**src/rtl/gcdo_pkg.sv**
```systemverilog
package gcdo_pkg;

  // Micro-program counter width and step addresses.
  typedef logic [2:0] upc_t;

  localparam upc_t UPC_IDLE   = 3'd0;
  localparam upc_t UPC_CHECK  = 3'd1;
  localparam upc_t UPC_COMMON = 3'd2;
  localparam upc_t UPC_SHR_A  = 3'd3;
  localparam upc_t UPC_SHR_B  = 3'd4;
  localparam upc_t UPC_SUB    = 3'd5;
  localparam upc_t UPC_EMIT   = 3'd6;

  // Datapath operations selected by a control word.
  typedef enum logic [2:0] {
    OP_NOP,
    OP_LOAD,
    OP_SHR_BOTH,
    OP_SHR_A,
    OP_SHR_B,
    OP_SUB,
    OP_EMIT
  } op_t;

  // Branch conditions tested by the sequencer.
  typedef enum logic [2:0] {
    C_IN_VALID,
    C_ANY_ZERO,
    C_BOTH_EVEN,
    C_A_EVEN,
    C_B_EVEN,
    C_A_EQ_B,
    C_OUT_BUSY
  } cond_t;

  // One micro-instruction: operation, condition and both successors.
  typedef struct packed {
    op_t   op;
    cond_t cond;
    upc_t  tgt_true;
    upc_t  tgt_false;
  } ucw_t;

  // Status flags reported by the datapath to the sequencer.
  typedef struct packed {
    logic in_valid;
    logic any_zero;
    logic both_even;
    logic a_even;
    logic b_even;
    logic a_eq_b;
    logic out_busy;
  } dp_flags_t;

endpackage

```
**src/rtl/gcdo_rom.sv**
```systemverilog
module gcdo_rom
  import gcdo_pkg::*;
(
  input  upc_t upc,
  output ucw_t ucw
);

  // Binary GCD microprogram. Unless an operand is zero, common factors of two
  // are counted first, then both values are made odd and reduced by subtraction.
  always_comb begin
    unique case (upc)
      UPC_IDLE:   ucw = '{op: OP_LOAD,     cond: C_IN_VALID,
                          tgt_true: UPC_CHECK,  tgt_false: UPC_IDLE};
      UPC_CHECK:  ucw = '{op: OP_NOP,      cond: C_ANY_ZERO,
                          tgt_true: UPC_EMIT,   tgt_false: UPC_COMMON};
      UPC_COMMON: ucw = '{op: OP_SHR_BOTH, cond: C_BOTH_EVEN,
                          tgt_true: UPC_COMMON, tgt_false: UPC_SHR_A};
      UPC_SHR_A:  ucw = '{op: OP_SHR_A,    cond: C_A_EVEN,
                          tgt_true: UPC_SHR_A,  tgt_false: UPC_SHR_B};
      UPC_SHR_B:  ucw = '{op: OP_SHR_B,    cond: C_B_EVEN,
                          tgt_true: UPC_SHR_B,  tgt_false: UPC_SUB};
      UPC_SUB:    ucw = '{op: OP_SUB,      cond: C_A_EQ_B,
                          tgt_true: UPC_EMIT,   tgt_false: UPC_SHR_B};
      UPC_EMIT:   ucw = '{op: OP_EMIT,     cond: C_OUT_BUSY,
                          tgt_true: UPC_EMIT,   tgt_false: UPC_IDLE};
      default:    ucw = '{op: OP_NOP,      cond: C_IN_VALID,
                          tgt_true: UPC_IDLE,   tgt_false: UPC_IDLE};
    endcase
  end

endmodule

```
**src/rtl/gcdo_seq.sv**
```systemverilog
module gcdo_seq
  import gcdo_pkg::*;
(
  input  logic      clk,
  input  logic      rst_n,
  input  ucw_t      ucw,
  input  dp_flags_t flags,
  output upc_t      upc,
  output logic      idle
);

  upc_t upc_r;
  upc_t upc_nxt;
  logic taken;

  // Select the condition named by the current control word.
  always_comb begin
    unique case (ucw.cond)
      C_IN_VALID:  taken = flags.in_valid;
      C_ANY_ZERO:  taken = flags.any_zero;
      C_BOTH_EVEN: taken = flags.both_even;
      C_A_EVEN:    taken = flags.a_even;
      C_B_EVEN:    taken = flags.b_even;
      C_A_EQ_B:    taken = flags.a_eq_b;
      C_OUT_BUSY:  taken = flags.out_busy;
      default:     taken = 1'b0;
    endcase
  end

  // Two-way branch on every step.
  always_comb begin
    upc_nxt = taken ? ucw.tgt_true : ucw.tgt_false;
  end

  always_ff @(posedge clk) begin
    if (!rst_n) begin
      upc_r <= UPC_IDLE;
    end else begin
      upc_r <= upc_nxt;
    end
  end

  assign upc  = upc_r;
  assign idle = (upc_r == UPC_IDLE);

endmodule

```
**src/rtl/gcdo_dp.sv**
```systemverilog
module gcdo_dp
  import gcdo_pkg::*;
#(
  parameter int OPERAND_BITS = 31
) (
  input  logic                    clk,
  input  logic                    rst_n,
  input  op_t                     op,
  input  logic                    in_valid,
  input  logic [OPERAND_BITS-1:0] operand_a,
  input  logic [OPERAND_BITS-1:0] operand_b,
  input  logic                    out_ready,
  output logic                    out_valid,
  output logic [OPERAND_BITS-1:0] divisor,
  output logic                    zero_operand,
  output dp_flags_t               flags
);

  localparam int KW = $clog2(OPERAND_BITS);

  logic [OPERAND_BITS-1:0] a_r, a_nxt;
  logic [OPERAND_BITS-1:0] b_r, b_nxt;
  logic [KW-1:0]           k_r, k_nxt;
  logic                    zf_r, zf_nxt;
  logic                    out_valid_r, out_valid_nxt;
  logic [OPERAND_BITS-1:0] out_div_r, out_div_nxt;
  logic                    out_zero_r, out_zero_nxt;
  logic [OPERAND_BITS:0]   diff;
  logic                    out_busy;
  logic                    both_even;

  assign diff      = {1'b0, a_r} - {1'b0, b_r};
  assign out_busy  = out_valid_r && !out_ready;
  assign both_even = !a_r[0] && !b_r[0];

  // Working registers: one operation per micro-step.
  always_comb begin
    a_nxt  = a_r;
    b_nxt  = b_r;
    k_nxt  = k_r;
    zf_nxt = zf_r;
    case (op)
      OP_LOAD: begin
        a_nxt  = operand_a;
        b_nxt  = operand_b;
        k_nxt  = '0;
        zf_nxt = (operand_a == '0) || (operand_b == '0);
      end
      OP_SHR_BOTH: begin
        if (both_even) begin
          a_nxt = a_r >> 1;
          b_nxt = b_r >> 1;
          k_nxt = k_r + 1'b1;
        end
      end
      OP_SHR_A: begin
        if (!a_r[0]) begin
          a_nxt = a_r >> 1;
        end
      end
      OP_SHR_B: begin
        if (!b_r[0]) begin
          b_nxt = b_r >> 1;
        end
      end
      OP_SUB: begin
        // Keep the smaller value in a and the difference in b.
        if (diff[OPERAND_BITS]) begin
          b_nxt = b_r - a_r;
        end else begin
          a_nxt = b_r;
          b_nxt = diff[OPERAND_BITS-1:0];
        end
      end
      default: begin
      end
    endcase
  end

  // Output register: loaded on the emit step once the slot is free.
  always_comb begin
    out_valid_nxt = out_valid_r && !out_ready;
    out_div_nxt   = out_div_r;
    out_zero_nxt  = out_zero_r;
    if (op == OP_EMIT && !out_busy) begin
      out_valid_nxt = 1'b1;
      out_div_nxt   = zf_r ? '0 : (a_r << k_r);
      out_zero_nxt  = zf_r;
    end
  end

  always_ff @(posedge clk) begin
    if (!rst_n) begin
      out_valid_r <= 1'b0;
    end else begin
      out_valid_r <= out_valid_nxt;
    end
  end

  always_ff @(posedge clk) begin
    a_r        <= a_nxt;
    b_r        <= b_nxt;
    k_r        <= k_nxt;
    zf_r       <= zf_nxt;
    out_div_r  <= out_div_nxt;
    out_zero_r <= out_zero_nxt;
  end

  assign out_valid    = out_valid_r;
  assign divisor      = out_div_r;
  assign zero_operand = out_zero_r;

  assign flags = '{in_valid:  in_valid,
                   any_zero:  zf_r,
                   both_even: both_even,
                   a_even:    !a_r[0],
                   b_even:    !b_r[0],
                   a_eq_b:    (a_r == b_r),
                   out_busy:  out_busy};

  // A flagged result always carries a zero divisor.
  a_zero_result: assert property (@(posedge clk) disable iff (!rst_n)
    out_valid_r && out_zero_r |-> out_div_r == '0)
    else $error("flagged result with nonzero divisor");

  // Subtraction only ever sees two odd values.
  a_sub_odd: assert property (@(posedge clk) disable iff (!rst_n)
    op == OP_SUB |-> a_r[0] && b_r[0])
    else $error("subtract step with an even operand");

  // At the emit step of a normal item the odd part sits in a and b is spent.
  a_emit_done: assert property (@(posedge clk) disable iff (!rst_n)
    op == OP_EMIT && !zf_r |-> a_r[0] && b_r == '0)
    else $error("emit step reached before reduction finished");

  // The count of shared factors of two never reaches the operand width.
  a_k_range: assert property (@(posedge clk) disable iff (!rst_n)
    op == OP_SHR_BOTH |-> 32'(k_r) < OPERAND_BITS)
    else $error("common shift count out of range");

endmodule

```
**src/rtl/gcd_two_operands.sv**
```systemverilog
// Greatest common divisor of two unsigned OPERAND_BITS-wide operands, one
// result per input transaction. A small microprogram steps a single binary
// GCD datapath one micro-instruction per clock: common factors of two are
// shifted out and counted, the remaining values are made odd and reduced by
// subtract-and-shift until they match, and the match shifted back up is the
// divisor. An item occupies the sequencer for one micro-step to accept, one
// to check for a zero operand, one per shift plus one to leave each shift
// loop, two per subtract round and one to emit. If either operand is zero
// the result is a zero divisor with zero_operand set. The emit step waits
// while the previous result is still unread. A new operand pair is taken
// while the previous result still waits in the output register.
module gcd_two_operands
  import gcdo_pkg::*;
#(
  parameter int OPERAND_BITS = 31
) (
  input  logic                              clk,
  input  logic                              rst_n,
  input  logic                              in_tvalid,
  output logic                              in_tready,
  // Fields from bit 0: operand_a, operand_b, zero fill.
  input  logic [((2*OPERAND_BITS+7)/8)*8-1:0] in_tdata,
  output logic                              out_tvalid,
  input  logic                              out_tready,
  // Fields from bit 0: divisor, zero fill.
  output logic [((OPERAND_BITS+7)/8)*8-1:0]   out_tdata,
  // Fields from bit 0: zero_operand.
  output logic                              out_tuser
);

  localparam int OUT_W = ((OPERAND_BITS + 7) / 8) * 8;

  upc_t                    upc;
  ucw_t                    ucw;
  dp_flags_t               flags;
  logic                    idle;
  logic [OPERAND_BITS-1:0] divisor;

  gcdo_rom u_rom (
    .upc (upc),
    .ucw (ucw)
  );

  gcdo_seq u_seq (
    .clk   (clk),
    .rst_n (rst_n),
    .ucw   (ucw),
    .flags (flags),
    .upc   (upc),
    .idle  (idle)
  );

  gcdo_dp #(
    .OPERAND_BITS (OPERAND_BITS)
  ) u_dp (
    .clk          (clk),
    .rst_n        (rst_n),
    .op           (ucw.op),
    .in_valid     (in_tvalid),
    .operand_a    (in_tdata[OPERAND_BITS-1:0]),
    .operand_b    (in_tdata[2*OPERAND_BITS-1:OPERAND_BITS]),
    .out_ready    (out_tready),
    .out_valid    (out_tvalid),
    .divisor      (divisor),
    .zero_operand (out_tuser),
    .flags        (flags)
  );

  // Operands are taken only at the idle step of the microprogram.
  assign in_tready = idle;
  assign out_tdata = OUT_W'(divisor);

endmodule

```
**config.mk**
```make
export PLATFORM = sky130hd
export DESIGN_NAME = gcd_two_operands
export DESIGN_NICKNAME = d
export VERILOG_FILES = /design/src/rtl/gcdo_pkg.sv /design/src/rtl/gcdo_rom.sv /design/src/rtl/gcdo_seq.sv /design/src/rtl/gcdo_dp.sv /design/src/rtl/gcd_two_operands.sv
export SDC_FILE = /design/constraint.sdc
export NUM_CORES = 1
export LEC_CHECK = 0
export ABC_AREA = 1
export BUFFER_PORTS_ARGS = -buffer_cell sky130_fd_sc_hd__buf_2
export CAP_MARGIN = 10
export CORE_MARGIN = 2
export CORE_UTILIZATION = 51
export CTS_BUF_LIST = sky130_fd_sc_hd__clkbuf_4 sky130_fd_sc_hd__clkbuf_8
export CTS_CLUSTER_SIZE = 24
export DETAILED_ROUTE_END_ITERATION = 8
export PLACE_DENSITY_LB_ADDON = 0.12
export SYNTH_ARGS = -nofsm -noshare
export SYNTH_HDL_FRONTEND = slang
export SYNTH_HIERARCHICAL = 1
export SYNTH_SLANG_ARGS = --single-unit
```
**constraint.sdc**
```tcl
create_clock -name clk -period 3.95 [get_ports clk]
set_clock_uncertainty 0.05 [all_clocks]
set_input_delay 0.79 -clock clk [delete_from_list [all_inputs] [get_ports clk]]
set_output_delay 0.79 -clock clk [all_outputs]
set_load 0.005 [all_outputs]
```
==> reports/results.tsv, run 1 <==
metric	value	unit
cts_setup_buffers	0	
cts_tree	built	
clk_latency	0.39	ns
numCtsBuffers	9	
fill_cells	2199	
layout_common_cells	nand2_1, inv_1, nand3_1, nor2_1, edfxtp_1	
cp.arrival	3.19	ns
critPathMaxFanout	30	
fin_tns_setup	0	ns
ys_seq_area_share	28.48	%
synth_warnings	6	
syn_area	10830	um^2
path_class	flop to flop	
dp_slack	0.7751	ns
worstSetupEndpointType	flop	
finalCritPeriodShare	81.02	%
area.growth.synth_to_final	7.870	%
synth_edf_count	100	
die_h	149.7	um
yosysUniqueCellTypes	50	
viasPerCell	5.458	
setup.worst_path.start_class	flop	
grt_overflow	0	
register_area	3083	um^2
stdcell_count	2007	
status	complete, no violations	
core_area	20960	um^2
report.final.setup_viol	0	
rows	53	
drv_cap	0	
r2r-end	u_dp/a_r[8]	
dp_cells	1993	
drv_slew	0	
rr_startpoint	u_dp/b_r[1]	
tightest_slew	1.010	ns
dp_hpwl	28430	um
cts.sinks	104	
fin_nets	1862	
gp_routability_congestion	0.9715	
ant_nets	0	
grt_pass1_vias	9673	
synth_cells	1662	
hp-class	flop to flop	
r2r_setup_slack	0.75	ns
final_util	55.73	%
routed_wl	34500	um
drt_pre_antenna_iters	5	
min_path_cells	2	
ios	103	
multi_input_area	6500	um^2
track_usage	31.03	%
min_from	u_dp/out_valid	
synthArstFlopShare	0	%
vias	10960	
wl_per_cell	17.19	um
drc	0	
r2r.worst_path.cells	12	
cts_hold_buf	0	
grt_start_max_net_pins	37	
hold_path_end	u_dp/out_valid	
cts_buffer_depth	2	
finalHoldViolations	0	
layout_commonest_cell	nand2_1	
grt_first_pass_wirelength	53380	um
rsz0062_at_grt	false	
synth_ff_type	edfxtp_1	
fin_crit	3.200	ns
cts_root_buffer	clkbuf_8	
drive_above_1_share	10.85	%
max_freq	0.3125	GHz
port_buffers	99	
antenna_found_initial	0	
start_util	51.67	%
die_area	22410	um^2
htree_levels	3	
cts.reportedPaths.clkPinSlew	0.10	ns
worst_slack	0.7498	ns
n_antenna_cell	0	
synth_nets	1795	
cp.required	3.94	ns
syn_area_per_cell	6.514	um^2
drt_iter0_markers	959	
fp.dieW	149.7	um
cts_resized	0	
relSlewSlack	32.61	%
synth_seq_cells	104	
-- per-stage QoR --
stage	hold slack, ns	instance area [um^2]
floorplan	0.4098	10830
CTS	0.4585	11680
global placement	0.4340	11500
finish	0.4513	11680
global route	0.4958	11680
detailed placement	0.4437	11500
-- Yosys cell counts (2+ instances only) --
| master | count | area [um^2] |
|---|---|---|
| nand2_1 | 580 | 2177 |
| inv_1 | 234 | 878.3 |
| nor2_1 | 112 | 420.4 |
| nand3_1 | 111 | 555.5 |
| edfxtp_1 | 100 | 3003 |
| o21ai_0 | 98 | 490.5 |
| a21oi_1 | 84 | 420.4 |
| ha_1 | 63 | 788.3 |
| o221ai_1 | 29 | 254.0 |
| xor2_1 | 27 | 236.5 |
| clkbuf_1 | 24 | 90.09 |
| nand4_1 | 21 | 131.4 |
| buf_2 | 17 | 85.08 |
| nor4_1 | 15 | 93.84 |
| o21bai_1 | 14 | 105.1 |
| nand2_2 | 13 | 81.33 |
| buf_4 | 10 | 75.07 |
| a21oi_2 | 8 | 70.07 |
| mux2i_1 | 7 | 70.07 |
| nor3_1 | 7 | 35.03 |
| buf_1 | 6 | 22.52 |
| buf_6 | 6 | 67.56 |
| nor2_2 | 6 | 37.54 |
| o22ai_1 | 6 | 37.54 |
| xnor2_1 | 6 | 52.55 |
| o211ai_1 | 5 | 37.54 |
| clkinv_1 | 4 | 15.01 |
| dfxtp_1 | 4 | 80.08 |
| inv_2 | 4 | 15.01 |
| nand3_2 | 4 | 40.04 |
| o2111ai_1 | 4 | 35.03 |
| a21oi_4 | 3 | 48.80 |
| a31oi_1 | 3 | 18.77 |
| o21ai_1 | 3 | 15.01 |
| o32ai_1 | 3 | 26.28 |
| or2_2 | 3 | 18.77 |
| a21boi_0 | 2 | 15.01 |
| clkbuf_2 | 2 | 10.01 |
| fa_1 | 2 | 40.04 |
| nand2_4 | 2 | 22.52 |
-- registers in the layout, indices dropped and copies added, names as in the netlist --
register	flops
u_dp/b_r	31
u_seq/upc	3
u_dp/out_valid	1
u_dp/zf_r	1
u_dp/a_r	31
u_dp/divisor	31
u_dp/zero_operand	1
u_dp/k_r	5
-- per-layer routing --
layer	GRT usage (%)	up-vias	wire, um
met2	49.27	430	15450
li1	-	5546	-
met3	3.902	46	2553
met1	44.26	4933	15500
met5	0	-	0
met4	9.292	0	994
-- cell families (layout without fill, tap and decap cells) --
family	Yosys count	after routing	synth area share (%)
mux	7	7	0.6472
flops	104	104	28.48
xor+xnor	33	33	2.670
buf+inv	307	377	11.63
simple gates	878	878	33.85
fa+ha+maj	65	65	7.651
other cells	1	1	0.03464
compound gates	267	267	15.05
-- area by class of cell --
type                       count  share of cell area [%]
multi-input combinational   1251                   55.66
sequential                   104                   26.40
inverter                     242                   7.778
timing repair buffer         121                   5.657
tap                          275                   2.946
clock buffer                   9                   1.061
clock inverter                 5                  0.5035
-- worst max path at each step --
stage,start,to,slack [ns],depth (start not counted)
4_1_cts,u_dp/b_r[1],u_dp/a_r[8],0.75,12
3_5_place_dp,u_dp/b_r[1],u_dp/a_r[2],0.78,12
3_3_place_gp,u_dp/b_r[1],u_dp/a_r[1],0.82,12
6_report,u_dp/b_r[1],u_dp/a_r[8],0.75,12
5_1_grt,u_seq/upc[1],u_dp/b_r[15],0.57,11
2_1_floorplan,u_dp/a_r[20],u_dp/a_r[10],0.23,12
-- worst max-delay path: stages (launching register included) --
cell and delay [ns]:
edfxtp_1 0.58, ha_1 0.51, nand3_1 0.11, nand3_1 0.16
nand2_1 0.08, nand2_2 0.10, nand2_1 0.07, nand2_2 0.12
nand2_2 0.08, nand3_4 0.30, o21ai_1 0.15, a21oi_2 0.12
buf_4 0.39
Power of run 1 is left out: the tool's default activity adds up to more than one toggle a clock period on the data nets, which glitch-free logic cannot reach.
==> run 2: changes to the inputs <==
==> constraint.sdc (replaced) <==
create_clock -name clk -period 3.25 [get_ports clk]
set_clock_uncertainty 0.05 [all_clocks]
set_input_delay 0.65 -clock clk [delete_from_list [all_inputs] [get_ports clk]]
set_output_delay 0.65 -clock clk [all_outputs]
set_load 0.005 [all_outputs]
==> run 2 against run 1 <==
  * Final cell count increased by 0.75%
  * Critical endpoint is now u_dp/b_r[20]
  * Non-clock buffer count increased by 13
  * Count of clock-buffer cells in the layout increased by 1
  * Global-route usage increased by 0.36 points
  * Sequential share of layout area decreased by 0.33 points
  * Wire length increased by 2.1%
  * Critical path depth increased by 1
  * Register-to-register slack got worse by 0.50 ns
  * Critical path type unchanged
  * Maximum frequency increased by 6.8%
  * Final area increased by 1.3%
  * Utilization increased by 0.72 points
  * First-iteration DRC count increased by 4.8%
==> reports/results.tsv, run 2 (synthesis results as in run 1) <==
metric	value	unit
wl_per_cell	17.43	um
min_path_cells	3	
cts_root_buffer	clkbuf_8	
vias	11080	
critPathMaxFanout	4	
max_freq	0.3337	GHz
report.final.setup_viol	0	
area.growth.synth_to_final	9.256	%
tightest_slew	1.013	ns
drt_pre_antenna_iters	5	
drc	0	
relSlewSlack	32.37	%
rows	53	
die_h	149.7	um
ios	103	
cts_hold_buf	0	
grt_overflow	0	
fin_crit	2.997	ns
critical_path_depth	13	
core_area	20960	um^2
drv_slew	0	
numCtsBuffers	9	
fp.dieW	149.7	um
finalCritPeriodShare	92.20	%
min_from	rst_n	
port_buffers	99	
cts_buffer_depth	2	
routed_wl	35240	um
cts_resized	0	
slowest_delay	0.48	ns
status	complete, no violations	
track_usage	31.38	%
register_area	3083	um^2
rsz0062_at_grt	false	
hold_path_end	u_seq/upc[1]	
fin_tns_setup	0	ns
ant_nets	0	
drt_iter0_markers	1005	
hp-class	input port to flop	
crit_path_top_delay_cell	fa_1	
path_class	flop to flop	
setup.worst_path.start_class	flop	
cts_setup_buffers	0	
die_area	22410	um^2
cp.arrival	3.08	ns
start_util	51.67	%
grt_first_pass_wirelength	53920	um
viasPerCell	5.478	
n_antenna_cell	0	
multi_input_area	6500	um^2
antenna_found_initial	0	
grt_pass1_vias	9834	
cts.sinks	104	
layout_common_cells	nand2_1, inv_1, nand3_1, nor2_1, edfxtp_1	
gp_routability_congestion	0.9527	
r2r_setup_slack	0.25	ns
crit_chain	inv_1 > ha_1 > inv_1 > fa_1 > inv_1 > o21ai_0 > nand2_1 > nand3_1 > a21oi_1 > xor2_1 > nand2_1 > nand3_1 > nand3_1	
rr_startpoint	u_dp/a_r[0]	
fin_nets	1875	
grt_start_max_net_pins	63	
cts_tree	built	
clk_latency	0.39	ns
cts.reportedPaths.clkPinSlew	0.10	ns
critPathTopFamily	adder cells	
cp.required	3.33	ns
worstSetupEndpointType	flop	
critPathBufInv	3	
htree_levels	3	
fill_cells	2192	
r2r.worst_path.cells	13	
r2r-end	u_dp/b_r[20]	
finalHoldViolations	0	
drv_cap	0	
layout_commonest_cell	nand2_1	
dp_hpwl	28830	um
drive_above_1_share	11.56	%
==> run 2: worst register-to-register path: stages (launching register included) <==
cell,delay [ns]
edfxtp_1,0.45
inv_1,0.12
ha_1,0.20
inv_1,0.16
fa_1,0.48
inv_1,0.10
o21ai_0,0.22
nand2_1,0.14
nand3_1,0.20
a21oi_1,0.23
xor2_1,0.17
nand2_1,0.06
nand3_1,0.08
nand3_1,0.08
==> run 2: layer usage <==
metal	global-route usage (%)	wire (um)
met3	4.360	2555
met4	10.09	1117
met2	49.98	15730
met5	0	0
met1	44.11	15830
==> run 2: final cells by class <==
class | count | area share [%]
multi-input combinational | 1251 | 54.95
sequential | 104 | 26.06
inverter | 242 | 7.679
timing repair buffer | 134 | 6.791
tap | 275 | 2.909
clock buffer | 10 | 1.111
clock inverter | 6 | 0.4971
==> run 2: how the worst max path moves through the flow <==
stage                       startpoint            to  slack (ns)
after floorplan           u_dp/a_r[20]  u_dp/a_r[10]        0.20
after global placement     u_dp/a_r[0]  u_dp/b_r[24]        0.41
after detailed placement   u_dp/a_r[0]  u_dp/b_r[24]        0.34
after CTS                  u_dp/a_r[0]  u_dp/b_r[24]        0.32
after global routing       u_dp/a_r[0]  u_dp/b_r[24]        0.03
final                      u_dp/a_r[0]  u_dp/b_r[20]        0.25
==> run 2: through the flow <==
step	util [%]	instances	worst slack [ns]	area (um^2)	hold slack (ns)
2_1_floorplan	-	1662	0.1992	10830	0.4098
3_3_place_gp	55.47	2005	0.4083	11620	0.4312
3_5_place_dp	55.47	2005	0.3358	11620	0.4568
4_1_cts	56.38	2021	0.3178	11810	0.4384
5_1_grt	56.45	2022	0.02541	11830	0.4588
6_report	56.45	2022	0.2534	11830	0.4575
Power of run 2 is left out for the same reason.
